$ cat config.mk
export PLATFORM = sky130hd
export DESIGN_NAME = cpu_bus_master_dma_cycles_unit
export DESIGN_NICKNAME = d
export VERILOG_FILES = /design/src/rtl/cbmd_pkg.sv /design/src/rtl/cpu_bus_master_dma_cycles_unit.sv /design/src/rtl/cbmd_core.sv
export SDC_FILE = /design/constraint.sdc
export NUM_CORES = 1
export LEC_CHECK = 0
export ABC_CLOCK_PERIOD_IN_PS = 5500
export BUFFER_PORTS_ARGS = -buffer_cell sky130_fd_sc_hd__buf_2
export CAP_MARGIN = 20
export CORE_ASPECT_RATIO = 0.8
export CORE_MARGIN = 2
export CORE_UTILIZATION = 50
export CTS_BUF_LIST = sky130_fd_sc_hd__clkbuf_16
export CTS_CLUSTER_DIAMETER = 50
export DETAILED_ROUTE_END_ITERATION = 16
export PLACE_DENSITY = 0.81
export SLEW_MARGIN = 20
export SYNTH_ARGS = -nofsm -noshare
export SYNTH_HDL_FRONTEND = slang
export SYNTH_SLANG_ARGS = --single-unit
export TNS_END_PERCENT = 50
$ cat constraint.sdc
create_clock -name clk -period 5.5 [get_ports clk]
set_input_delay 1.375 -clock clk [delete_from_list [all_inputs] [get_ports clk]]
set_output_delay 1.375 -clock clk [all_outputs]
set_load 0.02 [all_outputs]
$ cat src/rtl/cbmd_pkg.sv
package cbmd_pkg;

    localparam int unsigned IN_TDATA_W  = 40;
    localparam int unsigned OUT_TDATA_W = 48;
    localparam int unsigned CFG_IDX_W   = 2;
    localparam int unsigned CFG_DATA_W  = 16;

    localparam logic [CFG_IDX_W-1:0] CFG_ACK_TRIES  = 2'd0;
    localparam logic [CFG_IDX_W-1:0] CFG_HOLD_TICKS = 2'd1;
    localparam logic [CFG_IDX_W-1:0] CFG_NMI_MIN    = 2'd2;

    localparam logic [15:0] ACK_TRIES_RST  = 16'd1000;
    localparam logic [15:0] HOLD_TICKS_RST = 16'd100;
    localparam logic [7:0]  NMI_MIN_RST    = 8'd1;

    localparam logic [2:0] OP_NONE     = 3'd0;
    localparam logic [2:0] OP_ACQUIRE  = 3'd1;
    localparam logic [2:0] OP_RELEASE  = 3'd2;
    localparam logic [2:0] OP_REL_NMI  = 3'd3;
    localparam logic [2:0] OP_MEM_RD   = 3'd4;
    localparam logic [2:0] OP_MEM_WR   = 3'd5;
    localparam logic [2:0] OP_IO_RD    = 3'd6;
    localparam logic [2:0] OP_IO_WR    = 3'd7;

    localparam logic [1:0] STATUS_NONE    = 2'd0;
    localparam logic [1:0] STATUS_OK      = 2'd1;
    localparam logic [1:0] STATUS_ALREADY = 2'd2;
    localparam logic [1:0] STATUS_TIMEOUT = 2'd3;

    typedef struct packed {
        logic [2:0]  op;
        logic [15:0] addr;
        logic [7:0]  wdata;
        logic        bus_ack;
        logic [7:0]  bus_data;
    } in_item_t;

    typedef struct packed {
        logic        bus_req;
        logic        rd_n;
        logic        wr_n;
        logic        mreq_n;
        logic        iorq_n;
        logic        nmi;
        logic [15:0] addr_out;
        logic [7:0]  drive_byte;
        logic        data_drive;
        logic [7:0]  rdata;
        logic [1:0]  status;
        logic        busy_res;
    } out_item_t;

    typedef struct packed {
        logic                  we;
        logic [CFG_IDX_W-1:0]  index;
        logic [CFG_DATA_W-1:0] wdata;
    } cfg_wr_t;

endpackage

$ cat src/rtl/cpu_bus_master_dma_cycles_unit.sv
// data path: input register, then result register
// throughput: one transaction per cycle while the output is not stalled, set by
// the single-pass state update
// reset: rst_n clears both stages, the bus state and the registers to their
// defaults (ack_tries 1000, hold_ticks 100, nmi_min_ticks 1), strobes high
module cpu_bus_master_dma_cycles_unit
(
    input  logic                                   clk,
    input  logic                                   rst_n,
    input  logic                                   cfg_we,
    input  logic [cbmd_pkg::CFG_IDX_W-1:0]         cfg_index,
    input  logic [cbmd_pkg::CFG_DATA_W-1:0]        cfg_wdata,
    input  logic                                   s_axis_tvalid,
    output logic                                   s_axis_tready,
    // op[2:0], addr[18:3], wdata[26:19], bus_ack[27], bus_data[35:28], zero pad
    input  logic [cbmd_pkg::IN_TDATA_W-1:0]        s_axis_tdata,
    output logic                                   m_axis_tvalid,
    input  logic                                   m_axis_tready,
    // bus_req[0], rd_n[1], wr_n[2], mreq_n[3], iorq_n[4], nmi[5], addr_out[21:6],
    // drive_byte[29:22], data_drive[30], rdata[38:31], status[40:39], busy_res[41]
    output logic [cbmd_pkg::OUT_TDATA_W-1:0]       m_axis_tdata
);

    logic                 in_valid_reg;
    cbmd_pkg::in_item_t   in_item_reg;
    logic                 out_valid_reg;
    cbmd_pkg::out_item_t  out_item_reg;
    cbmd_pkg::out_item_t  result;
    cbmd_pkg::cfg_wr_t    cfg;
    logic                 step;

    assign cfg = {cfg_we, cfg_index, cfg_wdata};

    assign step          = in_valid_reg && (!out_valid_reg || m_axis_tready);
    assign s_axis_tready = !in_valid_reg || step;

    always_ff @(posedge clk or negedge rst_n)
    begin
        if (!rst_n)
            in_valid_reg <= 1'b0;
        else if (s_axis_tready)
            in_valid_reg <= s_axis_tvalid;
    end

    always_ff @(posedge clk)
    begin
        if (s_axis_tready && s_axis_tvalid)
        begin
            in_item_reg.op       <= s_axis_tdata[2:0];
            in_item_reg.addr     <= s_axis_tdata[18:3];
            in_item_reg.wdata    <= s_axis_tdata[26:19];
            in_item_reg.bus_ack  <= s_axis_tdata[27];
            in_item_reg.bus_data <= s_axis_tdata[35:28];
        end
    end

    cbmd_core u_core
    (
        .clk    (clk),
        .rst_n  (rst_n),
        .cfg    (cfg),
        .step   (step),
        .item   (in_item_reg),
        .result (result)
    );

    always_ff @(posedge clk or negedge rst_n)
    begin
        if (!rst_n)
            out_valid_reg <= 1'b0;
        else if (!out_valid_reg || m_axis_tready)
            out_valid_reg <= in_valid_reg;
    end

    always_ff @(posedge clk)
    begin
        if (step)
            out_item_reg <= result;
    end

    assign m_axis_tvalid = out_valid_reg;
    assign m_axis_tdata  = {6'd0,
                            out_item_reg.busy_res,
                            out_item_reg.status,
                            out_item_reg.rdata,
                            out_item_reg.data_drive,
                            out_item_reg.drive_byte,
                            out_item_reg.addr_out,
                            out_item_reg.nmi,
                            out_item_reg.iorq_n,
                            out_item_reg.mreq_n,
                            out_item_reg.wr_n,
                            out_item_reg.rd_n,
                            out_item_reg.bus_req};

endmodule

$ cat src/rtl/cbmd_core.sv
module cbmd_core
(
    input  logic               clk,
    input  logic               rst_n,
    input  cbmd_pkg::cfg_wr_t  cfg,
    input  logic               step,
    input  cbmd_pkg::in_item_t item,
    output cbmd_pkg::out_item_t result
);

    localparam logic [2:0] PH_IDLE     = 3'd0;
    localparam logic [2:0] PH_ACQ      = 3'd1;
    localparam logic [2:0] PH_REL      = 3'd2;
    localparam logic [2:0] PH_NMI_MIN  = 3'd3;
    localparam logic [2:0] PH_NMI_WAIT = 3'd4;
    localparam logic [2:0] PH_NMI_TAIL = 3'd5;
    localparam logic [2:0] PH_CYCLE    = 3'd6;

    // strobe bit order: rd_n, wr_n, mreq_n, iorq_n
    localparam logic [3:0] STROBE_IDLE = 4'b1111;

    logic [15:0] ack_tries_reg;
    logic [15:0] hold_ticks_reg;
    logic [7:0]  nmi_min_reg;

    logic        owned_reg,   owned_next;
    logic [2:0]  phase_reg,   phase_next;
    logic [15:0] tick_reg,    tick_next;
    logic        kind_wr_reg, kind_wr_next;
    logic [3:0]  strobe_reg,  strobe_next;
    logic        req_reg,     req_next;
    logic        nmi_reg,     nmi_next;
    logic [15:0] addr_reg,    addr_next;
    logic [7:0]  wdata_reg,   wdata_next;
    logic [7:0]  rbyte_reg,   rbyte_next;
    logic [1:0]  status;

    logic [15:0] tick_inc;
    logic [15:0] hold_min;
    logic [15:0] nmi_min;
    logic        drive;

    assign tick_inc = tick_reg + 16'd1;
    assign hold_min = (hold_ticks_reg == 16'd0) ? 16'd1 : hold_ticks_reg;
    assign nmi_min  = (nmi_min_reg == 8'd0) ? 16'd1 : {8'd0, nmi_min_reg};

    always_ff @(posedge clk or negedge rst_n)
    begin
        if (!rst_n)
        begin
            ack_tries_reg  <= cbmd_pkg::ACK_TRIES_RST;
            hold_ticks_reg <= cbmd_pkg::HOLD_TICKS_RST;
            nmi_min_reg    <= cbmd_pkg::NMI_MIN_RST;
        end
        else if (cfg.we)
        begin
            case (cfg.index)
                cbmd_pkg::CFG_ACK_TRIES:  ack_tries_reg  <= cfg.wdata;
                cbmd_pkg::CFG_HOLD_TICKS: hold_ticks_reg <= cfg.wdata;
                cbmd_pkg::CFG_NMI_MIN:    nmi_min_reg    <= cfg.wdata[7:0];
                default:                  ;
            endcase
        end
    end

    always_comb
    begin
        owned_next   = owned_reg;
        phase_next   = phase_reg;
        tick_next    = tick_reg;
        kind_wr_next = kind_wr_reg;
        strobe_next  = strobe_reg;
        req_next     = req_reg;
        nmi_next     = nmi_reg;
        addr_next    = addr_reg;
        wdata_next   = wdata_reg;
        rbyte_next   = rbyte_reg;
        status       = cbmd_pkg::STATUS_NONE;

        case (phase_reg)
            PH_IDLE:
            begin
                case (item.op)
                    cbmd_pkg::OP_ACQUIRE:
                    begin
                        if (owned_reg && item.bus_ack)
                        begin
                            status = cbmd_pkg::STATUS_ALREADY;
                        end
                        else if (ack_tries_reg == 16'd0)
                        begin
                            req_next = 1'b0;
                            status   = cbmd_pkg::STATUS_TIMEOUT;
                        end
                        else
                        begin
                            req_next   = 1'b1;
                            tick_next  = 16'd0;
                            phase_next = PH_ACQ;
                        end
                    end
                    cbmd_pkg::OP_RELEASE:
                    begin
                        if (!owned_reg && !item.bus_ack)
                        begin
                            status = cbmd_pkg::STATUS_ALREADY;
                        end
                        else if (ack_tries_reg == 16'd0)
                        begin
                            req_next = 1'b1;
                            status   = cbmd_pkg::STATUS_TIMEOUT;
                        end
                        else
                        begin
                            req_next   = 1'b0;
                            tick_next  = 16'd0;
                            phase_next = PH_REL;
                        end
                    end
                    cbmd_pkg::OP_REL_NMI:
                    begin
                        nmi_next   = 1'b1;
                        req_next   = 1'b0;
                        tick_next  = 16'd0;
                        phase_next = PH_NMI_MIN;
                    end
                    cbmd_pkg::OP_MEM_RD, cbmd_pkg::OP_MEM_WR,
                    cbmd_pkg::OP_IO_RD, cbmd_pkg::OP_IO_WR:
                    begin
                        addr_next    = item.addr;
                        wdata_next   = item.wdata;
                        kind_wr_next = item.op[0];
                        strobe_next  = STROBE_IDLE;
                        if (item.op[0])
                            strobe_next[1] = 1'b0;
                        else
                            strobe_next[0] = 1'b0;
                        if (item.op[1])
                            strobe_next[3] = 1'b0;
                        else
                            strobe_next[2] = 1'b0;
                        tick_next  = 16'd0;
                        phase_next = PH_CYCLE;
                    end
                    default: ;
                endcase
            end
            PH_ACQ, PH_REL:
            begin
                tick_next = tick_inc;
                if (item.bus_ack == (phase_reg == PH_ACQ))
                begin
                    owned_next = (phase_reg == PH_ACQ);
                    status     = cbmd_pkg::STATUS_OK;
                    phase_next = PH_IDLE;
                end
                else if (tick_inc >= ack_tries_reg)
                begin
                    req_next   = (phase_reg != PH_ACQ);
                    status     = cbmd_pkg::STATUS_TIMEOUT;
                    phase_next = PH_IDLE;
                end
            end
            PH_NMI_MIN:
            begin
                tick_next = tick_inc;
                if (tick_inc >= nmi_min)
                begin
                    if (!item.bus_ack)
                    begin
                        nmi_next   = 1'b0;
                        owned_next = 1'b0;
                        phase_next = PH_IDLE;
                        status     = cbmd_pkg::STATUS_OK;
                    end
                    else
                    begin
                        phase_next = PH_NMI_WAIT;
                    end
                end
            end
            PH_NMI_WAIT:
            begin
                if (!item.bus_ack)
                begin
                    tick_next  = 16'd0;
                    phase_next = PH_NMI_TAIL;
                end
            end
            PH_NMI_TAIL:
            begin
                tick_next = tick_inc;
                if (tick_inc >= nmi_min)
                begin
                    nmi_next   = 1'b0;
                    owned_next = 1'b0;
                    phase_next = PH_IDLE;
                    status     = cbmd_pkg::STATUS_OK;
                end
            end
            PH_CYCLE:
            begin
                tick_next = tick_inc;
                if (tick_inc >= hold_min)
                begin
                    if (!kind_wr_reg)
                        rbyte_next = item.bus_data;
                    strobe_next = STROBE_IDLE;
                    status      = cbmd_pkg::STATUS_OK;
                    phase_next  = PH_IDLE;
                end
            end
            default:
            begin
                phase_next = PH_IDLE;
            end
        endcase
    end

    always_ff @(posedge clk or negedge rst_n)
    begin
        if (!rst_n)
        begin
            owned_reg   <= 1'b0;
            phase_reg   <= PH_IDLE;
            tick_reg    <= 16'd0;
            kind_wr_reg <= 1'b0;
            strobe_reg  <= STROBE_IDLE;
            req_reg     <= 1'b0;
            nmi_reg     <= 1'b0;
            addr_reg    <= 16'd0;
            wdata_reg   <= 8'd0;
            rbyte_reg   <= 8'd0;
        end
        else if (step)
        begin
            owned_reg   <= owned_next;
            phase_reg   <= phase_next;
            tick_reg    <= tick_next;
            kind_wr_reg <= kind_wr_next;
            strobe_reg  <= strobe_next;
            req_reg     <= req_next;
            nmi_reg     <= nmi_next;
            addr_reg    <= addr_next;
            wdata_reg   <= wdata_next;
            rbyte_reg   <= rbyte_next;
        end
    end

    assign drive = (phase_next == PH_CYCLE) && kind_wr_next;

    always_comb
    begin
        result.bus_req    = req_next;
        result.rd_n       = strobe_next[0];
        result.wr_n       = strobe_next[1];
        result.mreq_n     = strobe_next[2];
        result.iorq_n     = strobe_next[3];
        result.nmi        = nmi_next;
        result.addr_out   = (phase_next == PH_CYCLE) ? addr_next : 16'd0;
        result.drive_byte = drive ? wdata_next : 8'd0;
        result.data_drive = drive;
        result.rdata      = rbyte_next;
        result.status     = status;
        result.busy_res   = (phase_next != PH_IDLE);
    end

endmodule
==> summary.md, run 1 <==
| Metric | Value |
|---|---|
| Crit path depth | 13 |
| Drt first-iter violations | 469 |
| RSZ-0062 raised after global routing | false |
| Layout Nets | 953 |
| Cells along the critical path | ha_1, nand4_4, nor3_1, xor2_1, ha_1, and2_1, a221o_1, a21oi_1, nand3_1, o311ai_0, o21ai_2, buf_4, a211oi_1 |
| Mapped Cells | 757 |
| Synth Cell Area | 0.00897 mm^2 |
| Actual slew at the worst max-slew pin | 953 ps |
| Synth top area share | 26.1% |
| Clock root buffer master | clkbuf_16 |
| Post-CTS setup buffers | 0 |
| # H-tree levels | 4 |
| CTS tree | yes |
| Top Ports | 113 |
| Crit path launch type | register |
| Pre-CTS WS | 780 ps |
| Max FFs per register | 42 |
| Crit Path Class | reg -> reg |
| Die area | 0.0190 mm^2 |
| Min-delay worst type | reg -> reg |
| Setup-failing EPs final | 0 |
| First-pass GRT wire length | 30400 um |
| Worst path arrival time | 5030 ps |
| CORE AREA | 0.0174 mm^2 |
| Avg Synthesized Cell Area | 11.8 um^2 |
| Leakage | 4.54 nW |
| # DRC | 0 |
| Final Hold Viols | 0 |
| Placed cell area | 0.00962 mm^2 |
| FF-to-FF path depth | 13 |
| Post-synth EDFFs | 78 |
| Crit path launch | u_core.tick_reg[0] |
| GRT overflow | 0 |
| Synth unique cells | 69 |
| Crit path capture | m_axis_tdata[23] |
| Crit path largest cell delay | 620 ps |
| CTS Buf Count | 17 |
| RR Endpoint | m_axis_tdata[23] |
| Sequential share of the synthesized area | 54.5% |
| Worst-case clock skew | 14.4 ps |
| # rows | 43 |
| Post-CTS sizing | 0 |
| Area leader, netlist | edfxtp_1 |
| P&R area growth vs syn | 14.5% |
| Via-to-Cell Ratio | 5.67 |
| Chip width | 154 um |
| Routed wire length per instance | 17.5 um |
| Slew HR | 36.5% |
| Post-Route WL | 19000 um |
| Async S/R FF share, synth | 56.4% |
| Vias in the first global route | 5916 |
| Critical Path RT | 5760 ps |
| First-pass DRT Iterations | 5 |
| Worst-path maximum fanout | 25 |
| Gr usage total | 20.4% |
| Most frequent CP cell | ha_1 |
| Final WS setup | 721 ps |
| Critical path's top delay family | compound AO/OA/AOI/OAI gates |
| Final Cell Area | 0.0103 mm^2 |
| Starting Density | 51.4% |
| PD cells | 432 mW/mm^2 |
| Status | completed |
| Initial antenna violation count | 0 |
| Most frequent cells in the layout | buf_2, dfrtp_1, edfxtp_1 |
| Primary FF master, synth | dfrtp_1 |
| Largest net degree at the start of global routing | 75 |
| Final Cycle Share | 86.9% |
| Final Max Slew Viols | 0 |
| DR vias | 6169 |
| R2R Path Start | u_core.tick_reg[0] |
| CP max-delay cell | o311ai_0 |
| Worst vdd ir | 0.281 mV |
| Detailed Place HPWL | 13000 um |
| Worst hold slack after final layout | 499 ps |
| CTS Buffer Depth | 2 |
| Commonest non-fill, non-tap cell in the layout | buf_2 |
| CTS hold repair buffers | 0 |
| Synth area leaders | edfxtp_1, dfrtp_1, mux2_2 |
| CP bufs+invs | 1 |
| Max Clock Freq | 0.209 GHz |
| Yosys warns | 0 |
| R2R Setup Slk | 720 ps |
| GPL Wtd Cong | 0.904 |
| Synth Register Bits | 179 |
| Layout cells sized above 1 | 30.4% |
| Worst skew pair latency | 440 ps |
| Final ANT Viol Nets | 0 |
| Final min period | 4780 ps |
| Clk sinks | 179 |
| Setup TNS | 0 ps |
| IO buf count | 102 |
| Die Y | 124 um |
| Max Cap Viol | 0 |
| CP endpoint kind | register |
| Worst-path clk slew | 70 ps |
[cells in the mapped netlist, types with 7 or more instances]
cell type,instances
nor2_1,35
mux2_2,69
nand2_1,56
clkbuf_1,28
a21oi_1,20
o21ai_0,53
nand3_1,28
edfxtp_1,78
dfstp_2,14
xnor2_1,7
and2_1,7
or3_1,8
o211ai_1,7
dfrtp_1,87
nor3_1,9
ha_1,41
xor2_1,9
nor2b_1,8
nor4_1,11
mux2i_1,16
a211oi_1,8
nor3_2,16
inv_1,42
[metal layers]
layer	global-route usage, %	routed length, um	vias up
met5	0	0	-
met4	5.28	207	0
met3	3.90	920	14
met2	32.5	8880	160
met1	29.1	9020	3039
li1	-	-	2956
[worst min-delay path by stage]
stage	start	end	slack (ps)	cells past startpoint
4_1_cts	in_valid_reg	m_axis_tvalid	510	1
5_1_grt	u_core.addr_reg[8]	u_core.addr_reg[8]	520	1
3_5_place_dp	in_valid_reg	m_axis_tvalid	480	1
2_1_floorplan	in_valid_reg	m_axis_tvalid	460	1
3_3_place_gp	in_valid_reg	m_axis_tvalid	480	1
6_report	in_valid_reg	m_axis_tvalid	500	1
[per-stage QoR]
stage               cells  util [%]  power (mW)
finish               1088      58.9        4.44
global route         1087      58.9        4.68
CTS                  1086      58.8        4.46
detailed placement   1054      55.2        3.19
global placement     1054      55.2        3.13
floorplan             762         -        2.88
[power breakdown]
group	total, mW	switching, mW	internal [mW]
logic	1.24	0.746	0.494
registers	1.94	0.225	1.72
clock network	1.26	0.594	0.663
[cell type report]
cell class                 count  area (um^2)
clock buffer                  17          425
tap                          225          282
fill                        1410         7160
sequential                   179         4890
antenna                        1         2.50
multi-input combinational    499         3730
timing repair buffer         110          581
inverter                      42          158
clock inverter                15          206
[cell families after synthesis]
| group | after synthesis | synth area share, % |
|---|---|---|
| xor gates and xnor gates | 16 | 1.56 |
| muxes | 85 | 10.5 |
| and+or+nand+nor | 211 | 13.1 |
| buffers and inverters | 84 | 4.20 |
| DFF | 179 | 54.5 |
| adders and majority gates | 41 | 5.72 |
| AOI/OAI and AO/OA | 140 | 10.4 |
| other | 1 | 0.0418 |
No activity file was read; power rests on OpenSTA's default activity.
==> inputs of run 2 (changes only) <==
- CORE_UTILIZATION: 50 -> 45
- CTS_CLUSTER_DIAMETER: 50 -> 100
- PLACE_DENSITY: 0.81 -> 0.76
==> summary.md, run 2 (synthesized netlist as in run 1, its figures left out) <==
| Metric | Value |
|---|---|
| Status | completed |
| Switching share of total power | 35.9% |
| # DRC | 0 |
| Leakage | 4.54 nW |
| Vias in the first global route | 5965 |
| Initial antenna violation count | 0 |
| FF-to-FF path depth | 13 |
| Clock power frac | 28.4% |
| RSZ-0062 raised after global routing | false |
| Final Hold Viols | 0 |
| Setup-failing EPs final | 0 |
| Worst vdd ir | 0.256 mV |
| Slew HR | 37.9% |
| Max Clock Freq | 0.215 GHz |
| Worst-case clock skew | 14.5 ps |
| CORE AREA | 0.0197 mm^2 |
| ANT cells | 0 |
| Hold depth | 1 |
| Final ANT Viol Nets | 0 |
| Via-to-Cell Ratio | 5.51 |
| Layout cells sized above 1 | 30.4% |
| RR Endpoint | m_axis_tdata[25] |
| Worst skew pair latency | 440 ps |
| Hold_sp | in_valid_reg |
| Starting Density | 45.6% |
| Post-Route WL | 19200 um |
| CP endpoint kind | register |
| CTS Buf Count | 17 |
| CTS tree | yes |
| Min-delay worst type | reg -> reg |
| Commonest non-fill, non-tap cell in the layout | buf_2 |
| WHS Endpoint | m_axis_tvalid |
| Fin util | 52.3% |
| Setup TNS | 0 ps |
| # rows | 46 |
| Die Y | 130 um |
| Most frequent cells in the layout | buf_2, dfrtp_1, edfxtp_1 |
| Crit Path Class | reg -> reg |
| Critical Path RT | 5760 ps |
| Worst-path clk slew | 80 ps |
| Final Cycle Share | 84.6% |
| R2R Setup Slk | 850 ps |
| DR vias | 6195 |
| Post-CTS sizing | 0 |
| P&R area growth vs syn | 14.9% |
| Top Ports | 113 |
| GPL Wtd Cong | 0.886 |
| GRT overflow | 0 |
| Clk sinks | 179 |
| Post-CTS setup buffers | 0 |
| First-pass GRT wire length | 30800 um |
| R2R Path Start | u_core.tick_reg[0] |
| Largest net degree at the start of global routing | 57 |
| Layout Nets | 952 |
| Drt first-iter violations | 493 |
| Final Max Slew Viols | 0 |
| Final min period | 4650 ps |
| Proportion of power drawn by combinational gates | 27.8% |
| Final WS setup | 849 ps |
| PD cells | 430 mW/mm^2 |
| Pre-CTS WS | 872 ps |
| CTS hold repair buffers | 0 |
| CTS Buffer Depth | 2 |
| Int Power | 2.84 mW |
| Clock root buffer master | clkbuf_16 |
| Detailed Place HPWL | 13100 um |
| Gr usage total | 18.6% |
| Worst-path maximum fanout | 25 |
| Chip width | 162 um |
| Placed cell area | 0.00967 mm^2 |
| Worst path arrival time | 4910 ps |
| Crit path launch type | register |
| Actual slew at the worst max-slew pin | 932 ps |
| Max FFs per register | 42 |
| IO buf count | 102 |
| Final Cell Area | 0.0103 mm^2 |
| # H-tree levels | 4 |
| Routed wire length per instance | 17.0 um |
| Max Cap Viol | 0 |
| First-pass DRT Iterations | 5 |
| Die area | 0.0211 mm^2 |
| Sequential share of power | 43.8% |
| Sw power | 1.59 mW |
[run 2: per-stage QoR]
stage	instances	power, mW	hold WS (ps)
3_3_place_gp	1093	3.14	480
6_report	1125	4.42	494
5_1_grt	1125	4.67	513
3_5_place_dp	1093	3.19	491
4_1_cts	1125	4.45	500
2_1_floorplan	762	2.88	457
[run 2: final cells by class]
type | count | area, um^2
Multi-Input combinational cell | 499 | 3730
Fill cell | 1717 | 9380
Timing Repair Buffer | 109 | 566
Inverter | 42 | 158
Sequential cell | 179 | 4890
Tap cell | 264 | 330
Clock buffer | 17 | 425
Clock inverter | 15 | 204
[run 2: critical path, stage by stage (launching register included)]
cell	delay (ps)
dfrtp_1	520
ha_1	360
nand4_4	210
nor3_1	570
xor2_1	280
ha_1	270
and2_1	170
a221o_1	310
a21oi_1	320
nand3_1	200
o311ai_0	620
o21ai_2	80
buf_4	270
a211oi_1	270
[run 2: how the worst max path moves through the flow]
| stage | endpoint | from | cells after the start | slack [ps] |
|---|---|---|---|---|
| final | m_axis_tdata[25] | u_core.tick_reg[0] | 13 | 850 |
| after global routing | m_axis_tdata[22] | u_core.tick_reg[0] | 13 | 400 |
| after CTS | m_axis_tdata[25] | u_core.tick_reg[0] | 13 | 870 |
| after detailed placement | m_axis_tdata[22] | u_core.tick_reg[0] | 13 | 870 |
| after global placement | m_axis_tdata[26] | u_core.tick_reg[0] | 13 | 970 |
| after floorplan | u_core.owned_reg | m_axis_tready | 7 | 1660 |
[run 2: power by group through the flow]
stage                     registers (mW)  logic (mW)  clock network (mW)
after floorplan                     1.93       0.950                   0
after global placement              1.95        1.20                   0
after detailed placement            1.96        1.24                   0
after CTS                           1.93        1.24                1.28
after global routing                1.98        1.36                1.33
final                               1.94        1.23                1.26
[run 2: metal layers]
| metal | up-vias | wire length, um | global-route usage, % | share of wire [%] |
|---|---|---|---|---|
| li1 | 2952 | - | - | - |
| met1 | 3047 | 9000 | 26.3 | 47 |
| met2 | 181 | 8900 | 29.4 | 46 |
| met5 | - | 0 | 0 | 0 |
| met3 | 15 | 1040 | 3.59 | 5.4 |
| met4 | 0 | 224 | 5.78 | 1.2 |
